**config.mk**
```make
export PLATFORM = sky130hd
export DESIGN_NAME = noise_gate_hysteresis_hold_top
export DESIGN_NICKNAME = d
export VERILOG_FILES = /design/src/hw/rtl/ngh_pkg.sv /design/src/hw/rtl/ngh_fifo.sv /design/src/hw/rtl/ngh_front.sv /design/src/hw/rtl/ngh_back.sv /design/src/hw/rtl/noise_gate_hysteresis_hold_top.sv
export SDC_FILE = /design/constraint.sdc
export NUM_CORES = 2
export LEC_CHECK = 0
export BUFFER_PORTS_ARGS = -buffer_cell sky130_fd_sc_hd__buf_2
export CORE_MARGIN = 5
export CORE_UTILIZATION = 60
export CTS_BUF_LIST = sky130_fd_sc_hd__clkbuf_4
export DETAILED_ROUTE_END_ITERATION = 7
export GPL_TIMING_DRIVEN = 0
export PLACE_DENSITY = 0.77
export SKIP_CTS_REPAIR_TIMING = 1
export SYNTH_ARGS = -nofsm -noshare
export SYNTH_HDL_FRONTEND = slang
export SYNTH_SLANG_ARGS = --single-unit
```
**constraint.sdc**
```tcl
create_clock -name clk_i -period 14.1 [get_ports clk_i]
set_input_delay 1.41 -clock clk_i [delete_from_list [all_inputs] [get_ports clk_i]]
set_output_delay 1.41 -clock clk_i [all_outputs]
set_load 0.05 [all_outputs]
```
**src/hw/rtl/ngh_pkg.sv**
```systemverilog
package ngh_pkg;

  localparam int SAMPLE_WIDTH    = 16;
  localparam int MAG_W           = SAMPLE_WIDTH - 1;
  localparam int COEFF_FRAC_BITS = 16;
  localparam int COEFF_W         = 16;
  localparam int ENV_FRAC        = 16;
  localparam int ENV_W           = MAG_W + ENV_FRAC;
  localparam int GAIN_FRAC       = 16;
  localparam int GAIN_W          = GAIN_FRAC + 1;
  localparam int THR_W           = 15;
  localparam int HOLD_W          = 16;
  localparam int TALLY_W         = 16;

  localparam int MUL_A_W = ((COEFF_W > SAMPLE_WIDTH) ? COEFF_W : SAMPLE_WIDTH) + 1;
  localparam int MUL_B_W = ((ENV_W > GAIN_W) ? ENV_W : GAIN_W) + 1;
  localparam int PROD_W  = MUL_A_W + MUL_B_W;

  localparam int APB_DW = 32;
  localparam int ADDR_W = 5;

  localparam logic [GAIN_W-1:0] GAIN_ONE = {1'b1, {GAIN_FRAC{1'b0}}};

  typedef enum logic [2:0] {
    REG_OPEN_THR,
    REG_HYST,
    REG_ATTACK,
    REG_RELEASE,
    REG_HOLD,
    REG_CLOSED_GAIN
  } cfg_idx_e;

  typedef enum logic [2:0] {
    ST_IDLE,
    ST_ENV_MUL,
    ST_ENV_UPD,
    ST_GATE,
    ST_GAIN_MUL,
    ST_GAIN_UPD,
    ST_OUT_MUL,
    ST_OUT
  } back_state_e;

  typedef struct packed {
    logic signed [SAMPLE_WIDTH-1:0] sample;
    logic                           block_start;
  } in_item_t;

  typedef struct packed {
    logic signed [SAMPLE_WIDTH-1:0] gated_sample;
    logic                           gate_is_open;
    logic [TALLY_W-1:0]             openings;
  } out_item_t;

  typedef struct packed {
    logic signed [SAMPLE_WIDTH-1:0] sample;
    logic [MAG_W-1:0]               mag;
    logic                           block_start;
  } work_item_t;

  typedef struct packed {
    logic [THR_W-1:0]   open_threshold;
    logic [THR_W-1:0]   hysteresis;
    logic [COEFF_W-1:0] attack_coeff;
    logic [COEFF_W-1:0] release_coeff;
    logic [HOLD_W-1:0]  hold_count;
    logic [GAIN_W-1:0]  closed_gain;
  } cfg_t;

endpackage

```
**src/hw/rtl/ngh_fifo.sv**
```systemverilog
module ngh_fifo #(
  parameter int WIDTH = 8,
  parameter int DEPTH = 2
) (
  input  logic             clk_i,
  input  logic             rst_ni,
  input  logic             wr_en_i,
  input  logic [WIDTH-1:0] wr_data_i,
  input  logic             rd_en_i,
  output logic [WIDTH-1:0] rd_data_o,
  output logic             full_o,
  output logic             empty_o
);

  // DEPTH must be at least 2
  localparam int PTR_W = $clog2(DEPTH);
  localparam int CNT_W = $clog2(DEPTH + 1);

  logic [WIDTH-1:0] mem_q [DEPTH];
  logic [PTR_W-1:0] wr_ptr_q, wr_ptr_d, rd_ptr_q, rd_ptr_d;
  logic [CNT_W-1:0] cnt_q, cnt_d;
  logic             wr, rd;

  assign full_o    = (cnt_q == CNT_W'(DEPTH));
  assign empty_o   = (cnt_q == '0);
  assign wr        = wr_en_i & ~full_o;
  assign rd        = rd_en_i & ~empty_o;
  assign rd_data_o = mem_q[rd_ptr_q];

  always_comb begin
    wr_ptr_d = wr_ptr_q;
    rd_ptr_d = rd_ptr_q;
    cnt_d    = cnt_q;
    if (wr) begin
      wr_ptr_d = (wr_ptr_q == PTR_W'(DEPTH - 1)) ? '0 : wr_ptr_q + 1'b1;
    end
    if (rd) begin
      rd_ptr_d = (rd_ptr_q == PTR_W'(DEPTH - 1)) ? '0 : rd_ptr_q + 1'b1;
    end
    if (wr && !rd) begin
      cnt_d = cnt_q + 1'b1;
    end else if (rd && !wr) begin
      cnt_d = cnt_q - 1'b1;
    end
  end

  always_ff @(posedge clk_i or negedge rst_ni) begin
    if (!rst_ni) begin
      wr_ptr_q <= '0;
      rd_ptr_q <= '0;
      cnt_q    <= '0;
    end else begin
      wr_ptr_q <= wr_ptr_d;
      rd_ptr_q <= rd_ptr_d;
      cnt_q    <= cnt_d;
    end
  end

  always_ff @(posedge clk_i) begin
    if (wr) begin
      mem_q[wr_ptr_q] <= wr_data_i;
    end
  end

endmodule

```
**src/hw/rtl/ngh_front.sv**
```systemverilog
module ngh_front (
  input  logic                push_i,
  input  ngh_pkg::in_item_t   item_i,
  input  logic                q_full_i,
  output logic                full_o,
  output logic                q_push_o,
  output ngh_pkg::work_item_t q_item_o
);

  import ngh_pkg::*;

  logic [SAMPLE_WIDTH-1:0] neg;
  logic                    is_min;

  assign full_o   = q_full_i;
  assign q_push_o = push_i & ~q_full_i;

  // magnitude, most negative sample saturates
  assign neg    = ~item_i.sample + 1'b1;
  assign is_min = item_i.sample[SAMPLE_WIDTH-1] & (item_i.sample[MAG_W-1:0] == '0);

  always_comb begin
    q_item_o.sample      = item_i.sample;
    q_item_o.block_start = item_i.block_start;
    if (is_min) begin
      q_item_o.mag = '1;
    end else if (item_i.sample[SAMPLE_WIDTH-1]) begin
      q_item_o.mag = neg[MAG_W-1:0];
    end else begin
      q_item_o.mag = item_i.sample[MAG_W-1:0];
    end
  end

endmodule

```
**src/hw/rtl/ngh_back.sv**
```systemverilog
module ngh_back (
  input  logic                clk_i,
  input  logic                rst_ni,
  input  ngh_pkg::cfg_t       cfg_i,
  input  logic                head_valid_i,
  input  ngh_pkg::work_item_t head_i,
  output logic                head_pop_o,
  input  logic                res_full_i,
  output logic                res_push_o,
  output ngh_pkg::out_item_t  res_item_o
);

  import ngh_pkg::*;

  localparam logic [PROD_W-1:0] COEFF_HALF = PROD_W'(2 ** (COEFF_FRAC_BITS - 1));
  localparam logic signed [PROD_W-1:0] OUT_HALF = PROD_W'(2 ** (GAIN_FRAC - 1));
  localparam logic signed [PROD_W-1:0] SAT_HI   = PROD_W'(2 ** (SAMPLE_WIDTH - 1) - 1);
  localparam logic signed [PROD_W-1:0] SAT_LO   = -PROD_W'(2 ** (SAMPLE_WIDTH - 1));

  function automatic logic [GAIN_W-1:0] clamp_gain(input logic [GAIN_W-1:0] g);
    return (g > GAIN_ONE) ? GAIN_ONE : g;
  endfunction

  back_state_e state_q, state_d;

  logic [ENV_W-1:0]   env_q, env_d;
  logic               gate_q, gate_d;
  logic [HOLD_W-1:0]  hold_q, hold_d;
  logic [GAIN_W-1:0]  gain_q, gain_d;
  logic [TALLY_W-1:0] tally_q, tally_d;

  logic signed [SAMPLE_WIDTH-1:0] sample_q, sample_d;
  logic [MAG_W-1:0]               mag_q, mag_d;
  logic signed [PROD_W-1:0]       prod_q, prod_d;
  logic                           up_q, up_d;

  logic signed [MUL_A_W-1:0] mul_a;
  logic signed [MUL_B_W-1:0] mul_b;
  logic signed [PROD_W-1:0]  mul_p;

  logic [ENV_W-1:0]   absq, env_diff, env_step, open_q, close_q;
  logic [COEFF_W-1:0] env_coef, gain_coef;
  logic               env_up, gain_up, load;
  logic [THR_W-1:0]   close_thr;
  logic [GAIN_W-1:0]  gain_tgt, gain_diff, gain_step;
  logic [PROD_W-1:0]  rnd_c;
  logic signed [PROD_W-1:0]       out_rnd, out_shr;
  logic signed [SAMPLE_WIDTH-1:0] gated;

  // single shared multiplier
  assign mul_p = mul_a * mul_b;

  assign absq     = {mag_q, {ENV_FRAC{1'b0}}};
  assign env_up   = absq > env_q;
  assign env_coef = env_up ? cfg_i.attack_coeff : cfg_i.release_coeff;
  assign env_diff = env_up ? absq - env_q : env_q - absq;

  assign rnd_c     = $unsigned(prod_q) + COEFF_HALF;
  assign env_step  = rnd_c[COEFF_FRAC_BITS +: ENV_W];
  assign gain_step = rnd_c[COEFF_FRAC_BITS +: GAIN_W];

  assign open_q    = {cfg_i.open_threshold, {ENV_FRAC{1'b0}}};
  assign close_thr = (cfg_i.open_threshold > cfg_i.hysteresis) ?
                     cfg_i.open_threshold - cfg_i.hysteresis : '0;
  assign close_q   = {close_thr, {ENV_FRAC{1'b0}}};

  assign gain_tgt  = gate_q ? GAIN_ONE : clamp_gain(cfg_i.closed_gain);
  assign gain_coef = gate_q ? cfg_i.attack_coeff : cfg_i.release_coeff;
  assign gain_up   = gain_tgt >= gain_q;
  assign gain_diff = gain_up ? gain_tgt - gain_q : gain_q - gain_tgt;

  // round half up, then saturate
  assign out_rnd = prod_q + OUT_HALF;
  assign out_shr = out_rnd >>> GAIN_FRAC;

  always_comb begin
    if (out_shr > SAT_HI) begin
      gated = SAT_HI[SAMPLE_WIDTH-1:0];
    end else if (out_shr < SAT_LO) begin
      gated = SAT_LO[SAMPLE_WIDTH-1:0];
    end else begin
      gated = out_shr[SAMPLE_WIDTH-1:0];
    end
  end

  assign res_item_o.gated_sample = gated;
  assign res_item_o.gate_is_open = gate_q;
  assign res_item_o.openings     = tally_q;

  always_comb begin
    state_d    = state_q;
    env_d      = env_q;
    gate_d     = gate_q;
    hold_d     = hold_q;
    gain_d     = gain_q;
    tally_d    = tally_q;
    sample_d   = sample_q;
    mag_d      = mag_q;
    prod_d     = prod_q;
    up_d       = up_q;
    mul_a      = '0;
    mul_b      = '0;
    head_pop_o = 1'b0;
    res_push_o = 1'b0;
    load       = 1'b0;

    case (state_q)
      ST_IDLE: begin
        load = head_valid_i;
      end
      ST_ENV_MUL: begin
        mul_a   = MUL_A_W'(env_coef);
        mul_b   = MUL_B_W'(env_diff);
        prod_d  = mul_p;
        up_d    = env_up;
        state_d = ST_ENV_UPD;
      end
      ST_ENV_UPD: begin
        env_d   = up_q ? env_q + env_step : env_q - env_step;
        state_d = ST_GATE;
      end
      ST_GATE: begin
        if (!gate_q) begin
          if (env_q >= open_q) begin
            gate_d = 1'b1;
            hold_d = cfg_i.hold_count;
            if (tally_q != '1) begin
              tally_d = tally_q + 1'b1;
            end
          end
        end else if (hold_q != '0) begin
          hold_d = hold_q - 1'b1;
        end else if (env_q < close_q) begin
          gate_d = 1'b0;
        end
        state_d = ST_GAIN_MUL;
      end
      ST_GAIN_MUL: begin
        mul_a   = MUL_A_W'(gain_coef);
        mul_b   = MUL_B_W'(gain_diff);
        prod_d  = mul_p;
        up_d    = gain_up;
        state_d = ST_GAIN_UPD;
      end
      ST_GAIN_UPD: begin
        gain_d  = up_q ? gain_q + gain_step : gain_q - gain_step;
        state_d = ST_OUT_MUL;
      end
      ST_OUT_MUL: begin
        mul_a   = MUL_A_W'(sample_q);
        mul_b   = MUL_B_W'(gain_q);
        prod_d  = mul_p;
        state_d = ST_OUT;
      end
      ST_OUT: begin
        if (!res_full_i) begin
          res_push_o = 1'b1;
          if (head_valid_i) begin
            load = 1'b1;
          end else begin
            state_d = ST_IDLE;
          end
        end
      end
      default: begin
        state_d = ST_IDLE;
      end
    endcase

    if (load) begin
      head_pop_o = 1'b1;
      sample_d   = head_i.sample;
      mag_d      = head_i.mag;
      state_d    = ST_ENV_MUL;
      if (head_i.block_start) begin
        env_d   = '0;
        gate_d  = 1'b0;
        hold_d  = '0;
        tally_d = '0;
        gain_d  = clamp_gain(cfg_i.closed_gain);
      end
    end
  end

  always_ff @(posedge clk_i or negedge rst_ni) begin
    if (!rst_ni) begin
      state_q <= ST_IDLE;
      env_q   <= '0;
      gate_q  <= 1'b0;
      hold_q  <= '0;
      gain_q  <= '0;
      tally_q <= '0;
    end else begin
      state_q <= state_d;
      env_q   <= env_d;
      gate_q  <= gate_d;
      hold_q  <= hold_d;
      gain_q  <= gain_d;
      tally_q <= tally_d;
    end
  end

  always_ff @(posedge clk_i) begin
    sample_q <= sample_d;
    mag_q    <= mag_d;
    prod_q   <= prod_d;
    up_q     <= up_d;
  end

endmodule

```
**src/hw/rtl/noise_gate_hysteresis_hold_top.sv**
```systemverilog
// Throughput is set by the three dependent products (envelope, gain, output) that share
// one multiplier in the back-end sequencer; it takes no new item before the last result
// is pushed, and a full result queue stalls it.
// Reset: asynchronous, active low; registers return to their defaults, state clears,
// both queues empty. No clearing pass.
module noise_gate_hysteresis_hold_top #(
  parameter int QUEUE_DEPTH = 2
) (
  input  logic                        clk_i,
  input  logic                        rst_ni,
  input  logic                        psel,
  input  logic                        penable,
  input  logic                        pwrite,
  input  logic [ngh_pkg::ADDR_W-1:0]  paddr,
  input  logic [ngh_pkg::APB_DW-1:0]  pwdata,
  output logic [ngh_pkg::APB_DW-1:0]  prdata,
  output logic                        pready,
  input  logic                        push,
  output logic                        full,
  input  ngh_pkg::in_item_t           in_data_i,
  output logic                        empty,
  input  logic                        pop,
  output ngh_pkg::out_item_t          out_data_o
);

  import ngh_pkg::*;

  cfg_t       cfg_q;
  cfg_idx_e   reg_idx;
  logic       cfg_wr;

  logic       wq_push, wq_full, wq_empty, wq_pop;
  work_item_t wq_in, wq_out;
  logic       rq_push, rq_full;
  out_item_t  rq_in;

  assign pready  = 1'b1;
  assign reg_idx = cfg_idx_e'(paddr[4:2]);
  assign cfg_wr  = psel & penable & pwrite;

  always_ff @(posedge clk_i or negedge rst_ni) begin
    if (!rst_ni) begin
      cfg_q.open_threshold <= THR_W'(328);
      cfg_q.hysteresis     <= '0;
      cfg_q.attack_coeff   <= COEFF_W'(41427);
      cfg_q.release_coeff  <= COEFF_W'(41427);
      cfg_q.hold_count     <= '0;
      cfg_q.closed_gain    <= '0;
    end else if (cfg_wr) begin
      case (reg_idx)
        REG_OPEN_THR:    cfg_q.open_threshold <= pwdata[THR_W-1:0];
        REG_HYST:        cfg_q.hysteresis     <= pwdata[THR_W-1:0];
        REG_ATTACK:      cfg_q.attack_coeff   <= pwdata[COEFF_W-1:0];
        REG_RELEASE:     cfg_q.release_coeff  <= pwdata[COEFF_W-1:0];
        REG_HOLD:        cfg_q.hold_count     <= pwdata[HOLD_W-1:0];
        REG_CLOSED_GAIN: cfg_q.closed_gain    <= pwdata[GAIN_W-1:0];
        default: ;
      endcase
    end
  end

  always_comb begin
    case (reg_idx)
      REG_OPEN_THR:    prdata = APB_DW'(cfg_q.open_threshold);
      REG_HYST:        prdata = APB_DW'(cfg_q.hysteresis);
      REG_ATTACK:      prdata = APB_DW'(cfg_q.attack_coeff);
      REG_RELEASE:     prdata = APB_DW'(cfg_q.release_coeff);
      REG_HOLD:        prdata = APB_DW'(cfg_q.hold_count);
      REG_CLOSED_GAIN: prdata = APB_DW'(cfg_q.closed_gain);
      default:         prdata = '0;
    endcase
  end

  ngh_front u_front (
    .push_i   (push),
    .item_i   (in_data_i),
    .q_full_i (wq_full),
    .full_o   (full),
    .q_push_o (wq_push),
    .q_item_o (wq_in)
  );

  ngh_fifo #(
    .WIDTH ($bits(work_item_t)),
    .DEPTH (QUEUE_DEPTH)
  ) u_work_q (
    .clk_i     (clk_i),
    .rst_ni    (rst_ni),
    .wr_en_i   (wq_push),
    .wr_data_i (wq_in),
    .rd_en_i   (wq_pop),
    .rd_data_o (wq_out),
    .full_o    (wq_full),
    .empty_o   (wq_empty)
  );

  ngh_back u_back (
    .clk_i        (clk_i),
    .rst_ni       (rst_ni),
    .cfg_i        (cfg_q),
    .head_valid_i (~wq_empty),
    .head_i       (wq_out),
    .head_pop_o   (wq_pop),
    .res_full_i   (rq_full),
    .res_push_o   (rq_push),
    .res_item_o   (rq_in)
  );

  ngh_fifo #(
    .WIDTH ($bits(out_item_t)),
    .DEPTH (QUEUE_DEPTH)
  ) u_res_q (
    .clk_i     (clk_i),
    .rst_ni    (rst_ni),
    .wr_en_i   (rq_push),
    .wr_data_i (rq_in),
    .rd_en_i   (pop),
    .rd_data_o (out_data_o),
    .full_o    (rq_full),
    .empty_o   (empty)
  );

endmodule

```
# Word-level counts from Yosys, hierarchy flattened
# Memories as Yosys holds them, arrays and structs flattened.
# Index checks and enable logic that the tools add are counted.
# Widths: inputs -> output; s select.
# op_classes
add_sub_neg	22
n_mul	1
n_lt_le_gt_ge	8
eq_ne	17
muxes	64
bitwise_logic	13
n_reduce_logical	26
# ops
cell	n
$mux 16	16
$mux 31	5
$mux 17	7
$pmux 17 s6	1
$pmux 31 s3	1
$sub 31x31->31	3
$pmux 17 s3	1
$sub 17x17->17	3
$add 49x17->49 const B	1
$mul 17x32->49	1
$add 47x16->47 const B	1
$mux 15	3
$gt 33x16->1 const B	1
$lt 33x16->1 const B	1
$add 31x31->31	1
$ge 31x31->1	1
$gt 31x31->1	1
$lt 31x31->1	1
$pmux 3 s7	1
$mux 1	20
$eq 3x3->1 const B	6
$add 17x17->17	1
$ge 17x17->1	1
$gt 17x17->1 const B	1
other kinds (31)	72
# totals
ff_bits	268
ramBits	130
out_inout_bits	68
word_cells	175
memories	2
# mem_list
name	words	width	read_ports	rd_clocked_by_memory_dff	wr	line	text
u_res_q.mem_q	2	33	1	0	1	ngh_fifo.sv:19	logic [WIDTH-1:0] mem_q [DEPTH];
u_work_q.mem_q	2	32	1	0	1	ngh_fifo.sv:19	

# Logic depth before layout (Yosys ltp)
# depth
ltp_word	9
ltp_mapped	44
depth_no_buf	41

# Cells and area by module
# A second synthesis with hierarchy kept.
# unflattened
hier_cells	4567
area_unflattened_um2	43261.5
# by_module_without_submodules
mod	n_inst	cells_each	area_each_um2	seq_area_each_um2
ngh_back	1	3907	32686.3	4083.9
noise_gate_hysteresis_hold_top	1	336	4649.5	2401.1
ngh_fifo (u_res_q)	1	122	2730.1	2082.0
ngh_fifo (u_work_q)	1	119	2658.8	2021.9
ngh_front	1	83	536.8	0.0

# Worst setup path after synthesis
# OpenSTA, ideal clock, no wires.
# synth_timing
kind	register to register
from	register cfg_q[10] in the netlist's numbering
to	register u_back.prod_q[46], data pin
arrival_ns	10.138
slack_ns	3.704
path_stages_with_launch	42
n_path_buf	4
period_less_slack_ns	10.396
cell_sequence	dfrtp_1 -> nor4_1 -> nand4_1 -> a21oi_1 -> clkbuf_1 -> nand2_1 -> ha_1 -> clkbuf_1 -> nand4_1 -> or3_1 -> a211o_1 -> a21oi_1 -> nor3_1 -> or4b_2 -> and3_1 -> xnor2_1 -> a21oi_1 -> clkbuf_1 -> [... 6 more ...] -> fa_1 -> fa_1 -> inv_1 -> fa_1 -> inv_1 -> ha_1 -> clkbuf_1 -> a21oi_1 -> o21ai_0 -> a21o_1 -> a21oi_1 -> o21a_1 -> o2111a_1 -> nor3_1 -> nor2_1 -> o311ai_1 -> a21oi_1 -> xnor2_1
# synth_between
elab_chain_cells	7
word_cells_on_any_way	9
cone_classes	2 x add/sub; 1 x mul; 2 x order compare; 4 x mux
# synth_rtl
element	line	text
from (decl)	noise_gate_hysteresis_hold_top.sv:28	cfg_t cfg_q;
$gt 17x17->1	ngh_back.sv:21	return (g > GAIN_ONE) ? GAIN_ONE : g;
$mux 17 (*)	ngh_back.sv:21	
$mux 17 (*)	ngh_back.sv:67	assign gain_tgt = gate_q ? GAIN_ONE : clamp_gain(cfg_i.closed_gain);
$sub 17x17->17 / $ge 17x17->1 (equally long branches)	ngh_back.sv:70, ngh_back.sv:69	
$mux 17 (*)	ngh_back.sv:70	assign gain_diff = gain_up ? gain_tgt - gain_q : gain_q - gain_tgt;
$pmux 31 s3 (*)	ngh_back.sv:107	case (state_q)
$mul 17x32->49 (*)	ngh_back.sv:51	assign mul_p = mul_a * mul_b;
via u_back.mul_p[46]	ngh_back.sv:39	logic signed [PROD_W-1:0] mul_p;
to (signal assigned)	ngh_back.sv:206	prod_q <= prod_d;
to (decl)	ngh_back.sv:34	logic signed [PROD_W-1:0] prod_q, prod_d;
# Mark *: on every way through the listed nets, which the timed path passes. The rest lies on a longest branch.
# A chain may end at the register's enable or synchronous reset.

# Worst setup path in the final report
# layout_timing
from	register u_back.gate_q
to	register u_back.prod_q[43], data pin
# layout_between
elab_chain_cells	5
word_cells_on_any_way	9
cone_classes	2 x add/sub; 1 x mul; 1 x order compare; 5 x mux
# layout_rtl
element	line	text
from (decl)	ngh_back.sv:27	logic gate_q, gate_d;
from (signal assigned)	ngh_back.sv:196	gate_q <= gate_d;
$mux 17	ngh_back.sv:67	
$sub 17x17->17 / $ge 17x17->1 (equally long branches)	ngh_back.sv:70, ngh_back.sv:69	
$mux 17	ngh_back.sv:70	
$pmux 31 s3	ngh_back.sv:107	
$mul 17x32->49 (*)	ngh_back.sv:51	
via u_back.mul_p[43]	ngh_back.sv:39	
# Marked as above.

==> impl_metrics.json <==
{
  "cts.sinks": 383,
  "cap_violations": 0,
  "grt_pass1_wl_um": 205000,
  "crit_required_ns": 14.69,
  "ioPinCount": 129,
  "area_growth_pct": 7.65,
  "die_x_um": 274,
  "fmax_mhz": 74.9,
  "antenna_left": 0,
  "hold_viol": 0,
  "setup_viol": 0,
  "synth_ff_type": "edfxtp_1",
  "grt_max_degree": 121,
  "slew_headroom_pct": 6.10,
  "placed_area_sq_um": 43700,
  "slew_viol_final": 0,
  "die_area_sq_um": 75200,
  "ir_worst_vdd_v": 0.000190,
  "crit_arrival_ns": 13.93,
  "worstSetupStartpointType": "flop",
  "wl_per_cell_um": 23.2,
  "cts_root_buffer": "clkbuf_4",
  "grt_pass1_vias": 34900,
  "core.rowCount": 96,
  "setup_tns_ns": 0,
  "dpl.hpwl_um": 108000,
  "synth-seq-cells": 383,
  "remaining_drc_errors": 1,
  "failed_checks": "DRC",
  "routed_wl_um": 134000,
  "pre_cts_slack_ns": 0.462,
  "avgSynthCellArea_sq_um": 9.23,
  "firstDrtPassIters": 8,
  "finalWeightedCongestion": 1.01,
  "period_share_pct": 94.6,
  "netlist-cell-type-count": 91,
  "tightest_slew_ns": 1.40,
  "groute.usage.overall_pct": 35.6,
  "synth_area_sq_um": 41900,
  "final_area_sq_um": 45100,
  "clock_skew_ns": 0.0774,
  "antenna_found_initial": 6,
  "dp.cells": 5579,
  "tritoncts": "built",
  "yosysWarnings": 0,
  "postSynthCellCount": 4537,
  "power.density_nw_per_um2": 258,
  "rsz0062_at_grt": "no",
  "synth_edf_count": 196,
  "synth_seq_area_share_pct": 25.3,
  "clkTransAtPathRegs_ns": 0.08,
  "status": "finished with violations",
  "critPathMaxStageDelay_ns": 0.64,
  "gr-total-overflow": 0,
  "hold_path.class": "in -> async",
  "setup_slack_ns": 0.755,
  "initial_utilization_pct": 60.8,
  "insertion_delay_ns": 0.90,
  "cts.htree.levels": 3,
  "cts_made_buffers": 94,
  "holdWs_ns": 0.476,
  "final_cells": 5762,
  "port_buffers": 92,
  "critPathMaxFanout": 10,
  "post-route-min-period_ns": 13.34,
  "via_per_inst": 6.13,
  "endpoint_kind": "flop",
  "route.vias.total": 35300,
  "cts_buffer_depth": 3,
  "power_leakage_nw": 20.9,
  "finish.utilization_pct": 65.4,
  "critical_path_class": "reg -> reg",
  "core_sq_um": 68900,
  "layout-drive-gt1-share_pct": 10.4,
  "synthArstFlopShare_pct": 48.8,
  "cp_slowest_cell": "clkbuf_1",
  "finalPower_mw": 11.6,
  "nNetsFinal": 5558,
  "die_height_um": 274,
  "drtIter0Drc": 3691
}
## critical path: cells and delay by family (launching register included)
family / cells / cell delay (ns)
AO/OA/AOI/OAI: 19 / 4.63
adder cells (fa/ha/maj): 8 / 3.58
buffers and inverters: 11 / 3.01
AND/OR/NAND/NOR: 3 / 0.87
flip-flops: 1 / 0.56
XOR/XNOR: 2 / 0.33
## logic make-up after synthesis
logic type                 Yosys count  synth area share [%]
AOI/OAI and AO/OA                  788                  12.0
and+or+nand+nor                   1369                  15.2
muxes                              188                  4.90
buffers and inverters              840                  7.72
other                                2                0.0179
adders and majority gates          752                  30.3
xor gates and xnor gates           215                  4.50
DFF                                383                  25.3
## cells in the mapped netlist, types with 42 or more instances
cell / n / share of area (%)
a21o_1: 74 / 1.3
a21oi_1: 239 / 2.9
a22oi_1: 50 / 0.90
and3_1: 42 / 0.63
clkbuf_1: 186 / 1.7
dfrtp_1: 168 / 10
edfxtp_1: 196 / 14
fa_1: 439 / 21
ha_1: 313 / 9.3
inv_1: 616 / 5.5
mux2_2: 135 / 3.6
mux2i_1: 53 / 1.3
nand2_1: 409 / 3.7
nand2b_1: 70 / 1.0
nand3_1: 74 / 0.88
nor2_1: 461 / 4.1
nor2b_1: 43 / 0.64
nor3_1: 64 / 0.76
o21ai_0: 164 / 2.0
xnor2_1: 132 / 2.8
xor2_1: 83 / 1.7
## layout make-up
type	count	area, sq um
Timing Repair Buffer	98	573
Buffer	223	920
Antenna cell	7	17.5
Sequential cell	383	10600
Fill cell	5818	23800
Tap cell	931	1160
Clock buffer	138	1040
Inverter	617	2320
Clock inverter	37	272
Multi-Input combinational cell	3328	28200
## layout by cell type, fill, tap and decap left out, types with 135 or more instances in the layout
cell type  instances
inv_1            616
a21oi_1          239
o21ai_0          164
ha_1             313
dfrtp_1          168
nor2_1           458
nand2_1          408
mux2_2           135
edfxtp_1         196
fa_1             439
clkbuf_4         138
clkbuf_1         186
## state kept, by name, indices dropped and copies added, names as in the netlist, 2 cells and up
| register | count |
|---|---|
| u_work_q.cnt_q | 2 |
| cfg_q | 95 |
| u_back.mag_q | 15 |
| u_back.sample_q | 16 |
| u_res_q.mem_q | 66 |
| u_back.prod_q | 34 |
| u_res_q.cnt_q | 2 |
| u_back.state_q | 3 |
| u_back.gain_q | 17 |
| u_back.env_q | 31 |
| u_back.hold_q | 16 |
| u_back.tally_q | 16 |
| u_work_q.mem_q | 64 |
## final timing paths
| path | endpoint | cells after the start | slack [ns] | from |
|---|---|---|---|---|
| setup / recovery | u_back.prod_q[43]$_DFFE_PN_ | 43 | 0.76 | u_back.gate_q$_DFF_PN0_ |
| hold / removal | cfg_q[42]$_DFFE_PN0P_ | 1 | 0.48 | rst_ni |
| setup reg to reg | u_back.prod_q[43]$_DFFE_PN_ | 43 | 0.76 | u_back.gate_q$_DFF_PN0_ |
| hold reg to reg | u_res_q.mem_q[0][11]$_DFFE_PP_ | 0 | 0.53 | u_back.tally_q[11]$_DFF_PN0_ |
| max in group asynchronous | u_back.gain_q[10]$_DFF_PN0_ | 2 | 12.54 | rst_ni |
| min in group clk_i | u_res_q.mem_q[0][11]$_DFFE_PP_ | 0 | 0.53 | u_back.tally_q[11]$_DFF_PN0_ |
## power by group
part / total [mW] / internal (mW) / leakage [nW] / switching, mW
registers: 2.12 / 1.67 / 4.12 / 0.451
logic: 8.51 / 2.91 / 16.0 / 5.60
clock network: 1.02 / 0.527 / 0.773 / 0.489
## layer usage
layer | vias up | wire length [um] | global-route usage [%] | share of wire [%]
met5 | - | 37 | 0 | 0.028
met4 | 6 | 6470 | 14.3 | 4.8
met3 | 387 | 17000 | 10.3 | 13
met2 | 2005 | 57400 | 52.9 | 43
met1 | 17300 | 53100 | 49.5 | 40
li1 | 15600 | - | - | -
Power figures use the tool's default switching activity.
